`config.mk`:
```
export PLATFORM = sky130hd
export DESIGN_NAME = serial_line_assembler
export DESIGN_NICKNAME = d
export VERILOG_FILES = /design/src/rtl/core/sla_pkg.sv /design/src/rtl/core/sla_line_ram.sv /design/src/rtl/core/sla_out_reg.sv /design/src/rtl/core/serial_line_assembler.sv
export VERILOG_INCLUDE_DIRS = /design/src /design/src/rtl/core
export SDC_FILE = /design/constraint.sdc
export NUM_CORES = 1
export LEC_CHECK = 0
export ABC_CLOCK_PERIOD_IN_PS = 9900
export BUFFER_PORTS_ARGS = -buffer_cell sky130_fd_sc_hd__buf_2
export CAP_MARGIN = 20
export CORE_ASPECT_RATIO = 1.5
export CORE_UTILIZATION = 45
export DETAILED_ROUTE_END_ITERATION = 16
export PLACE_DENSITY_LB_ADDON = 0.05
export SLEW_MARGIN = 25
export SYNTH_ARGS = -nofsm -noshare
export SYNTH_HDL_FRONTEND = slang
export SYNTH_SLANG_ARGS = --single-unit
```
`constraint.sdc`:
```
create_clock -name clock -period 9.9 [get_ports clock]
set_input_delay 0.495 -clock clock [delete_from_list [all_inputs] [get_ports clock]]
set_output_delay 0.495 -clock clock [all_outputs]
set_load 0.02 [all_outputs]
```
`src/rtl/core/serial_line_assembler_macros.svh`:
```
// Assertion helpers for the line assembler.
// Each check is sampled on the rising clock and is held off while reset is high.
`ifndef SERIAL_LINE_ASSEMBLER_MACROS_SVH
`define SERIAL_LINE_ASSEMBLER_MACROS_SVH

// The consequent must hold in the same cycle as the antecedent.
`define SLA_ASSERT_NOW(label, ante, cons) \
   label: assert property (@(posedge clock) disable iff (reset) (ante) |-> (cons)) \
      else $error("line assembler check failed");

// The consequent must hold in the cycle after the antecedent.
`define SLA_ASSERT_NEXT(label, ante, cons) \
   label: assert property (@(posedge clock) disable iff (reset) (ante) |=> (cons)) \
      else $error("line assembler check failed");

`endif

```
`src/rtl/core/sla_pkg.sv`:
```
package sla_pkg;

   // Line store size; a line holds at most LINE_MAX-1 characters
   localparam int LINE_MAX = 64;
   localparam int FILL_W   = $clog2(LINE_MAX);

   // Field widths of the channels
   localparam int BYTE_W  = 8;
   localparam int LEN_W   = 6;
   localparam int STAMP_W = 32;

   localparam logic [BYTE_W-1:0] CH_NL = 8'h0A;
   localparam logic [BYTE_W-1:0] CH_CR = 8'h0D;

   typedef enum logic [1:0] {
      KIND_CHAR    = 2'd0,
      KIND_END     = 2'd1,
      KIND_OVERRUN = 2'd2
   } kind_type;

   typedef enum logic [1:0] {
      MODE_IDLE    = 2'd0,
      MODE_COLLECT = 2'd1,
      MODE_OVERRUN = 2'd2
   } mode_type;

   typedef enum logic [1:0] {
      ST_IDLE,
      ST_DRAIN,
      ST_OVERRUN
   } state_type;

   typedef struct packed {
      kind_type             kind;
      logic [BYTE_W-1:0]    line_char;
      logic [LEN_W-1:0]     line_length;
      logic [STAMP_W-1:0]   stamp_ms;
      logic                 last_flag;
   } result_type;

   typedef struct packed {
      logic                 wr_en;
      logic [FILL_W-1:0]    wr_addr;
      logic [BYTE_W-1:0]    wr_data;
      logic                 rd_en;
      logic [FILL_W-1:0]    rd_addr;
   } ram_req_type;

endpackage

```
`src/rtl/core/sla_line_ram.sv`:
```
module sla_line_ram (
   input  logic                        clock,
   input  sla_pkg::ram_req_type        ram_req,
   output logic [sla_pkg::BYTE_W-1:0]  rd_data
);
   import sla_pkg::*;

   logic [BYTE_W-1:0] store_ff [LINE_MAX];
   logic [BYTE_W-1:0] rd_data_ff;

   // Write the incoming character
   always_ff @(posedge clock) begin
      if (ram_req.wr_en) begin
         store_ff[ram_req.wr_addr] <= ram_req.wr_data;
      end
   end

   // Registered read; hold the data until the next read
   always_ff @(posedge clock) begin
      if (ram_req.rd_en) begin
         rd_data_ff <= store_ff[ram_req.rd_addr];
      end
   end

   assign rd_data = rd_data_ff;

endmodule

```
`src/rtl/core/sla_out_reg.sv`:
```
module sla_out_reg (
   input  logic                 clock,
   input  logic                 reset,
   input  logic                 load,
   input  sla_pkg::result_type  load_data,
   input  logic                 rsp_stall,
   output logic                 rsp_valid,
   output sla_pkg::result_type  rsp_data,
   output logic                 free
);
   import sla_pkg::*;

   logic       valid_ff;
   logic       valid_in;
   result_type data_ff;

   // Slot can take a new request when empty or when the current one leaves
   assign free = !valid_ff || !rsp_stall;

   always_comb begin
      valid_in = valid_ff;
      if (load) begin
         valid_in = 1'b1;
      end else if (!rsp_stall) begin
         valid_in = 1'b0;
      end
   end

   always_ff @(posedge clock) begin
      if (reset) begin
         valid_ff <= 1'b0;
      end else begin
         valid_ff <= valid_in;
      end
   end

   // Capture the result; hold it while stalled
   always_ff @(posedge clock) begin
      if (load) begin
         data_ff <= load_data;
      end
   end

   assign rsp_valid = valid_ff;
   assign rsp_data  = data_ff;

endmodule

```
`src/rtl/core/serial_line_assembler.sv`:
```
// Channel    Direction  Handshake          Payload
// req_*      in         req_valid/stall    rx_byte (8), now_ms (32)
// rsp_*      out        rsp_valid/stall    kind (2), line_char (8), line_length (6),
//                                          stamp_ms (32), last_flag (1)
//
// An ordinary byte, a carriage return or a byte in overrun is taken while idle; a byte
// that starts an overrun moves to the overrun state, which then loads the overrun result.
// A newline drains the line store at one character per cycle while rsp_ is not stalled,
// through the single read port of the store, and finishes with the end result.
// Reset clears the mode, the fill count and the output slot; the store is not cleared.
// A stall on rsp_ holds the drain; the waiting result stays in the output register
// while new bytes are taken.
`include "serial_line_assembler_macros.svh"

module serial_line_assembler (
   input  logic                          clock,
   input  logic                          reset,
   input  logic                          req_valid,
   output logic                          req_stall,
   input  logic [sla_pkg::BYTE_W-1:0]    req_rx_byte,
   input  logic [sla_pkg::STAMP_W-1:0]   req_now_ms,
   output logic                          rsp_valid,
   input  logic                          rsp_stall,
   output logic [1:0]                    rsp_kind,
   output logic [sla_pkg::BYTE_W-1:0]    rsp_line_char,
   output logic [sla_pkg::LEN_W-1:0]     rsp_line_length,
   output logic [sla_pkg::STAMP_W-1:0]   rsp_stamp_ms,
   output logic                          rsp_last_flag
);
   import sla_pkg::*;

   state_type            state_ff, state_in;
   mode_type             mode_ff, mode_in;
   logic [FILL_W-1:0]    fill_ff, fill_in;
   logic [FILL_W-1:0]    len_ff, len_in;
   logic [FILL_W-1:0]    rd_idx_ff, rd_idx_in;
   logic                 rd_pend_ff, rd_pend_in;
   logic [STAMP_W-1:0]   stamp_ff, stamp_in;

   logic                 req_accept;
   logic                 line_end_taken;
   ram_req_type          ram_req;
   logic [BYTE_W-1:0]    ram_rd_data;
   logic                 out_load;
   result_type           out_result;
   result_type           rsp_data;
   logic                 out_free;

   assign req_stall  = (state_ff != ST_IDLE);
   assign req_accept = req_valid && !req_stall;

   // A newline taken outside overrun ends a line
   assign line_end_taken = req_accept && (req_rx_byte == CH_NL) && (mode_ff != MODE_OVERRUN);

   sla_line_ram u_line_ram (
      .clock   (clock),
      .ram_req (ram_req),
      .rd_data (ram_rd_data)
   );

   sla_out_reg u_out_reg (
      .clock     (clock),
      .reset     (reset),
      .load      (out_load),
      .load_data (out_result),
      .rsp_stall (rsp_stall),
      .rsp_valid (rsp_valid),
      .rsp_data  (rsp_data),
      .free      (out_free)
   );

   assign rsp_kind        = rsp_data.kind;
   assign rsp_line_char   = rsp_data.line_char;
   assign rsp_line_length = rsp_data.line_length;
   assign rsp_stamp_ms    = rsp_data.stamp_ms;
   assign rsp_last_flag   = rsp_data.last_flag;

   // Next state, store accesses and result loads
   always_comb begin
      state_in   = state_ff;
      mode_in    = mode_ff;
      fill_in    = fill_ff;
      len_in     = len_ff;
      rd_idx_in  = rd_idx_ff;
      rd_pend_in = rd_pend_ff;
      stamp_in   = stamp_ff;
      ram_req    = '0;
      out_load   = 1'b0;
      out_result = '0;

      case (state_ff)
         ST_IDLE: begin
            if (req_accept) begin
               if (mode_ff == MODE_OVERRUN) begin
                  // Drop everything up to the newline
                  if (req_rx_byte == CH_NL) begin
                     mode_in = MODE_IDLE;
                  end
               end else if (req_rx_byte == CH_CR) begin
                  // Drop carriage returns
               end else if (req_rx_byte == CH_NL) begin
                  // Latch the line and start the drain
                  len_in     = fill_ff;
                  stamp_in   = req_now_ms;
                  fill_in    = '0;
                  rd_idx_in  = '0;
                  rd_pend_in = 1'b0;
                  mode_in    = MODE_IDLE;
                  state_in   = ST_DRAIN;
               end else if (fill_ff >= FILL_W'(LINE_MAX - 1)) begin
                  // Line too long: discard it and report once
                  mode_in  = MODE_OVERRUN;
                  fill_in  = '0;
                  state_in = ST_OVERRUN;
               end else begin
                  // Append the character
                  mode_in         = MODE_COLLECT;
                  ram_req.wr_en   = 1'b1;
                  ram_req.wr_addr = fill_ff;
                  ram_req.wr_data = req_rx_byte;
                  fill_in         = fill_ff + FILL_W'(1);
               end
            end
         end

         ST_DRAIN: begin
            // Pass the read character on once the output slot is free
            if (rd_pend_ff && out_free) begin
               out_load             = 1'b1;
               out_result.kind      = KIND_CHAR;
               out_result.line_char = ram_rd_data;
            end
            // Advance the read pointer while characters remain
            if ((rd_idx_ff < len_ff) && (!rd_pend_ff || out_load)) begin
               ram_req.rd_en   = 1'b1;
               ram_req.rd_addr = rd_idx_ff;
               rd_idx_in       = rd_idx_ff + FILL_W'(1);
               rd_pend_in      = 1'b1;
            end else if (out_load) begin
               rd_pend_in = 1'b0;
            end
            // Finish with the end result
            if (!rd_pend_ff && (rd_idx_ff == len_ff) && out_free) begin
               out_load               = 1'b1;
               out_result.kind        = KIND_END;
               out_result.line_length = LEN_W'(len_ff);
               out_result.stamp_ms    = stamp_ff;
               out_result.last_flag   = 1'b1;
               state_in               = ST_IDLE;
            end
         end

         ST_OVERRUN: begin
            if (out_free) begin
               out_load             = 1'b1;
               out_result.kind      = KIND_OVERRUN;
               out_result.last_flag = 1'b1;
               state_in             = ST_IDLE;
            end
         end

         default: begin
            state_in = ST_IDLE;
         end
      endcase
   end

   // Control registers
   always_ff @(posedge clock) begin
      if (reset) begin
         state_ff   <= ST_IDLE;
         mode_ff    <= MODE_IDLE;
         fill_ff    <= '0;
         rd_idx_ff  <= '0;
         rd_pend_ff <= 1'b0;
      end else begin
         state_ff   <= state_in;
         mode_ff    <= mode_in;
         fill_ff    <= fill_in;
         rd_idx_ff  <= rd_idx_in;
         rd_pend_ff <= rd_pend_in;
      end
   end

   // Line length and stamp of the line being drained
   always_ff @(posedge clock) begin
      len_ff   <= len_in;
      stamp_ff <= stamp_in;
   end

   `SLA_ASSERT_NOW(a_read_in_line, ram_req.rd_en, (state_ff == ST_DRAIN) && (ram_req.rd_addr < len_ff))
   `SLA_ASSERT_NOW(a_write_when_idle, ram_req.wr_en, (state_ff == ST_IDLE) && !rd_pend_ff)
   `SLA_ASSERT_NOW(a_load_into_free, out_load, !rsp_valid || !rsp_stall)
   `SLA_ASSERT_NOW(a_pend_in_drain, rd_pend_ff, state_ff == ST_DRAIN)
   `SLA_ASSERT_NEXT(a_newline_drains, line_end_taken, state_ff == ST_DRAIN)

endmodule

```
; ---- Word-level counts from Yosys, hierarchy flattened
; Memories as Yosys holds them, arrays and structs flattened. A register that Yosys moved wholly into a read port is not among the register bits.
; Index checks and enable logic that the tools add are counted.
[totals]
ff_bits = 105
mem_bits_rw = 512
input_bits = 44
output_inout_bits = 51
elab_cells = 110
n_memories = 1
[classes]
n_addsub = 2
n_lt_le_gt_ge = 2
eq_ne = 18
n_mux = 50
n_bitwise = 2
reduce_logical = 22
[mem_list]
columns = name, depth, width, rd, rd_ports_with_merged_regs, wr, line
row1 = u_line_ram.store_ff, 64, 8, 1, 1, 1, sla_line_ram.sv:8  ; logic [BYTE_W-1:0] store_ff [LINE_MAX];
[op_table]
columns = cell, count
row1 = 15-bit 2-to-1 mux, 6
row2 = 6-bit 2-to-1 mux, 7
row3 = 2-bit 2-to-1 mux, 14
row4 = 6-bit AND reduction, 3
row5 = 8-bit by 4-bit == test with 1-bit output (second input constant), 2
row6 = 2-bit inequality test (second input constant), 8
row7 = 1-bit 2-to-1 mux, 15
row8 = 7-bit 2-to-1 mux, 2
row9 = 6-bit by 1-bit adder with 6-bit output (second input constant), 2
row10 = 6-bit case mux with 2 select lines, 1
row11 = 4-bit AND reduction, 2
row12 = 6-bit == test, 1
row13 = 6-bit >= comparator (second input constant), 1
row14 = 6-bit less-than comparator, 1
row15 = 3-bit inequality test (second input constant), 2
row16 = 1-bit case mux with 2 select lines, 3
row17 = 2-bit case mux with 3 select lines, 1
row18 = 1-bit logical AND, 5
row19 = 5-bit AND reduction, 1
row20 = 2-bit == test (second input constant), 2
row21 = 1-bit zero test, 4
row22 = 2-bit by 1-bit inequality test with 1-bit output (second input constant), 2
row23 = 2-bit case mux with 2 select lines, 1
row24 = 2-bit AND reduction, 2
row25 = other kinds (5), 8

; ---- Depth between registers and ports, before layout
[logic_depth]
ltp_word = 9
mapped_depth = 13
mapped_depth_nobuf = 10

; ---- By module
; A second synthesis with hierarchy kept.
[unflattened]
hier_cells = 1264
hier_area_um2 = 24571.1
[modules_own_cells]
columns = module, instances, cells_each, area_each_um2, seq_area_each_um2
row1 = sla_line_ram, 1, 940, 20246.9, 15615.0
row2 = serial_line_assembler, 1, 271, 2820.2, 1481.4
row3 = sla_out_reg, 1, 53, 1503.9, 1491.4

; ---- Worst setup path before layout
; OpenSTA, ideal clock, no wires.
[synth_path]
path_type = input to register
start = in req_rx_byte[4] in the netlist's numbering
end = reg len_ff[0] (enable)
setup_ps = 433
t_arrival_ps = 2977
required_time_ps = 9467
slack_ps = 6489
stages = 3
path_buffers = 0
path_cell_list = nor4_1 nand4_1 nor2_1
[synth_via]
elab_chain_len = 3
elab_cells_between_ends = 4
classes_between = eq/ne (2) / bitwise (1) / reduce/logical (1)
[synth_lines]
columns = element, line
row1 = "start, declared", serial_line_assembler.sv:20  ; input logic [sla_pkg::BYTE_W-1:0] req_rx_byte,
row2 = 8-bit by 4-bit == test with 1-bit output, serial_line_assembler.sv:99  ; end else if (req_rx_byte == CH_CR) begin
row3 = 1-bit inverter (no line), -
row4 = 5-bit AND reduction (no line) *, -
row5 = "end signal, assigned", serial_line_assembler.sv:187  ; len_ff <= len_in;
row6 = "end, declared", serial_line_assembler.sv:35  ; logic [FILL_W-1:0] len_ff, len_in;
; Every way passes the cells marked *; elsewhere a longest branch is shown, timed or not.
; A chain may end at the register's enable or synchronous reset.

; ---- Final worst setup path
[layout_path]
start = reg rd_idx_ff[3]
end = reg u_line_ram.rd_data_ff[6] (netlist: u_line_ram.rd_data[6]) (read register of u_line_ram.store_ff), data pin
[layout_via]
elab_chain_len = 4
[layout_lines]
columns = element, line
row1 = "start, declared", serial_line_assembler.sv:36  ; logic [FILL_W-1:0] rd_idx_ff, rd_idx_in;
row2 = "start signal, assigned", serial_line_assembler.sv:180  ; rd_idx_ff <= rd_idx_in;
row3 = 6-bit less-than comparator, serial_line_assembler.sv:134  ; if ((rd_idx_ff < len_ff) && (!rd_pend_ff || out_load)) begin
row4 = 1-bit logical AND, serial_line_assembler.sv:134
row5 = 7-bit 2-to-1 mux *, serial_line_assembler.sv:134
row6 = 7-bit 2-to-1 mux *, serial_line_assembler.sv:91  ; case (state_ff)
row7 = "end, declared", sla_line_ram.sv:9  ; logic [BYTE_W-1:0] rd_data_ff;
; Marked as above.

==> reports/results.env <==
INITIALDRTVIOLATIONCOUNT=962
PLACEABLECOREAREA_UM2=54800
SYNTH_AREA_UM2=25000
WORST_SETUP_PATH_END_KIND='register'
STD_CELL_ROWS=105
POWER_PER_STANDARD_CELL_AREA_nW_PER_UM2=188
VIASPERCELL=5.88
GRT_MAX_DEGREE=74
YOSYS.AREA.TOP_TYPE='sky130_fd_sc_hd__edfxtp_1'
PLACEMENT.IO_BUFFERS=94
POST-ROUTE-CELL-AREA_UM2=28100
YS_TOP_CELLS_BY_AREA='sky130_fd_sc_hd__edfxtp_1 73%, sky130_fd_sc_hd__mux4_2 3.2%, sky130_fd_sc_hd__mux2i_1 2.8%'
AREA_GROWTH_PCT=12.5
CTS_SETUP_BUFFERS=0
CRITICAL_PATH.ENDPOINT='u_line_ram.rd_data[6]$_DFFE_PP_'
WL_PER_CELL_UM=27.2
SYNTH_ENABLE_FLOP_CELLS=607
SYNTH_SEQ_CELLS=625
PROPORTION_OF_NETLIST_AREA_HELD_BY_THE_LARGEST_AREA_CONTRIBUTOR_PCT=73.0
IRDROPWORSTVDD_uV=146
ANTENNA_FOUND_INITIAL=0
FLOORPLAN.INITIALDENSITY_PCT=45.6
CP_MAX_FO=20
PLACEDINSTANCEAREA_UM2=26100
NNETSFINAL=1664
GLOBALROUTEOVERFLOWTOTAL=0
CRITICAL_PATH.REG2REG.STARTPOINT='rd_idx_ff[3]$_SDFFE_PP0P_'
FIRST_GLOBAL_VIAS=14100
CP-STARTPOINT='rd_idx_ff[3]$_SDFFE_PP0P_'
TIMING.FMAX_GHz=0.215
HOLD_BUFS_AT_CTS=0
TIMING.CRITICAL_PATH.REQUIRED_NS=10.29
CLK_ROOT_BUFFER_CELL='sky130_fd_sc_hd__clkbuf_16'
IOS=95
FINAL_LAYOUT_SIZE_SUFFIX_GT1_SHARE_PCT=20.3
CLKLATENCYLATEPIN_NS=0.64
SYNTHDISTINCTLIBCELLS=71
DIE_X_UM=194
SYNTHMOSTINSTANTIATEDCELL='sky130_fd_sc_hd__edfxtp_1'
TOTALPOWERFINAL_uW=5290
ANT_NETS=0
DRC=0
GP_ROUTABILITY_CONGESTION=0.896
WL_MM=64.1
POSTSYNTHAREAPERCELL_UM2=16.5
FINISH.UTILIZATION_PCT=51.2
WORST_EP_ARRIVAL_TIME_NS=5.04
WORST_TRAN_PIN_VALUE_NS=1.11
TRITONCTS_CLOCK_TREE='done'
SETUP_VIOL=0
HPWL_MM=39.9
NUM_CTS_BUFFERS=58
POST_SYNTH_ARST_SHARE_PCT=0
POSTSYNTH.TOPFLOPCELL='sky130_fd_sc_hd__edfxtp_1'
CTS_SINKS=625
WORSTSETUPPATHTYPE='reg2reg'
DIE_H_UM=290
STATUS='complete, no violations'
START_KIND='register'
MAX_SLEW_MARGIN_PCT=26.1
SYN_NETS=1570
POWER.LEAKAGE_uW=0.00903
SYNTH_SEQUENTIAL_AREA_RATIO_PCT=74.5
FIRST_PASS_ITERS=5
R2R_CELLS=9
GRTUSAGETOTAL_PCT=23.0
SYNTH.TOP_CELLS.BY_COUNT='607 x sky130_fd_sc_hd__edfxtp_1, 104 x sky130_fd_sc_hd__nor2_1, 79 x sky130_fd_sc_hd__nand2_1'
FINAL.MIN_CLOCK_PERIOD_NS=4.65
GLOBAL_ROUTE_WIRE_LENGTH_BEFORE_REPAIR_MM=95.6
TIMING.REG2REG.SETUP_SLACK_NS=5.25
CTSHTREEMAXLEVEL=2
HOLD_VIOL_FINAL=0
WORST_HOLD_PATH_TYPE='in2reg'
TIMING.FINAL.MAX_SLEW_VIOLATIONS=0
POSTCTSRESIZEDCELLS=0
ROUTE.VIAS.TOTAL=13800
FINAL.SETUP.TNS_NS=0
WORST_REG2REG_ENDPOINT='u_line_ram.rd_data[6]$_DFFE_PP_'
DIE_AREA_UM2=56400
NETLIST_INSTANCES=1515
CAP_VIOL_MAX_COUNT=0
FINALCRITPERIODSHARE_PCT=47.0
YS_WARN_COUNT=0
FINAL.SETUP_SKEW_NS=0.0279
MAX-CLOCK-PATH-BUFFERS=3
RSZ0062_AT_GRT='false'
CLK_PIN_SLEW_NS=0.07
NUM_ANTENNA_CELLS=0
## cells in the final DEF, fill, tap and decap left out, types with 7 or more instances in the layout
cell,instances
sky130_fd_sc_hd__a2bb2oi_1,7
sky130_fd_sc_hd__a31oi_1,10
sky130_fd_sc_hd__a211oi_1,22
sky130_fd_sc_hd__buf_4,26
sky130_fd_sc_hd__nand4_1,9
sky130_fd_sc_hd__clkbuf_16,58
sky130_fd_sc_hd__buf_2,94
sky130_fd_sc_hd__and3_1,8
sky130_fd_sc_hd__nand3_1,28
sky130_fd_sc_hd__and3_2,9
sky130_fd_sc_hd__clkinv_1,8
sky130_fd_sc_hd__a221oi_1,13
sky130_fd_sc_hd__o21ai_0,44
sky130_fd_sc_hd__nand2_1,79
sky130_fd_sc_hd__o221ai_1,17
sky130_fd_sc_hd__ha_1,11
sky130_fd_sc_hd__clkbuf_1,15
sky130_fd_sc_hd__edfxtp_1,607
sky130_fd_sc_hd__nor3_1,13
sky130_fd_sc_hd__a211o_1,14
sky130_fd_sc_hd__a21oi_1,49
sky130_fd_sc_hd__a32o_1,8
sky130_fd_sc_hd__bufinv_16,7
sky130_fd_sc_hd__o311a_1,7
sky130_fd_sc_hd__clkinv_2,10
sky130_fd_sc_hd__mux2_2,56
sky130_fd_sc_hd__and2_1,52
sky130_fd_sc_hd__mux2i_1,71
sky130_fd_sc_hd__o22ai_1,10
sky130_fd_sc_hd__mux4_2,36
sky130_fd_sc_hd__inv_1,14
sky130_fd_sc_hd__nor2_1,103
sky130_fd_sc_hd__o211ai_1,11
sky130_fd_sc_hd__nor4_1,9
sky130_fd_sc_hd__nor2_2,8
sky130_fd_sc_hd__dfxtp_1,15
## state kept, by name, summed over array words and instances (netlist names), 6 cells and up
register and count:
u_line_ram.store_ff 512, u_out_reg.rsp_data 49, stamp_ff 32, u_line_ram.rd_data 8, fill_ff 6, rd_idx_ff 6
len_ff 6
## report_power, final
part	internal [uW]	leakage, uW	switching [uW]
Sequential	2900	0.00550	3.96
Combinational	22.3	0.00259	72.7
Clock	1300	0.000940	981
Total	4230	0.00903	1060
## metal layers
layer | share of wire (%) | vias up | global-route usage, %
met4 | 3.9 | 0 | 9.08
met3 | 5.0 | 125 | 3.41
met5 | 0 | - | 0
li1 | - | 6181 | -
met1 | 42 | 7057 | 29.7
met2 | 49 | 473 | 39.0
## cells by family after synthesis
| logic type | share of synthesized area (%) |
|---|---|
| muxes | 8.62 |
| xor gates and xnor gates | 0.175 |
| adders and majority gates | 0.552 |
| and+or+nand+nor | 7.06 |
| buffers and inverters | 1.94 |
| DFF | 74.5 |
| AOI/OAI and AO/OA | 7.16 |
## worst min-delay path by stage
stage	start	to	slack (ns)	depth (start not counted)
5_1_grt	req_now_ms[19]	stamp_ff[19]$_DFFE_PP_	0.02	1
6_report	req_now_ms[18]	stamp_ff[18]$_DFFE_PP_	0.05	1
3_5_place_dp	state_ff[1]$_SDFFE_PP0P_	state_ff[1]$_SDFFE_PP0P_	0.49	2
3_3_place_gp	state_ff[1]$_SDFFE_PP0P_	state_ff[1]$_SDFFE_PP0P_	0.48	2
4_1_cts	req_now_ms[18]	stamp_ff[18]$_DFFE_PP_	0.01	1
2_1_floorplan	fill_ff[1]$_SDFFE_PP0P_	len_ff[1]$_DFFE_PP_	0.43	0
## through the flow
step / hold slack (ns) / setup slack [ns] / std cells
after floorplan: 0.432 / 6.49 / 1515
after global placement: 0.482 / 5.64 / 2243
after detailed placement: 0.489 / 5.32 / 2244
after CTS: 0.0112 / 5.31 / 2352
after global routing: 0.0241 / 4.95 / 2352
final: 0.0469 / 5.25 / 2352
## area by class of cell
cell class                      count  area (um2)
Fill cell                        4546       26700
Multi-Input combinational cell    788        5940
Clock inverter                     30         357
Timing Repair Buffer              121         677
Clock buffer                       78        1580
Inverter                           15        57.6
Tap cell                          695         870
Sequential cell                   625       18600
## critical path, cell delays in order, from the launching register on
cell	delay (ns)
sky130_fd_sc_hd__dfxtp_1	0.57
sky130_fd_sc_hd__ha_1	0.33
sky130_fd_sc_hd__a21oi_1	0.20
sky130_fd_sc_hd__o211a_1	0.52
sky130_fd_sc_hd__nand3_1	0.65
sky130_fd_sc_hd__inv_1	0.80
sky130_fd_sc_hd__a21oi_1	0.41
sky130_fd_sc_hd__o2bb2ai_1	0.23
sky130_fd_sc_hd__o32a_1	0.23
sky130_fd_sc_hd__a2111oi_0	0.45
No activity file was read; power rests on OpenSTA's default activity.
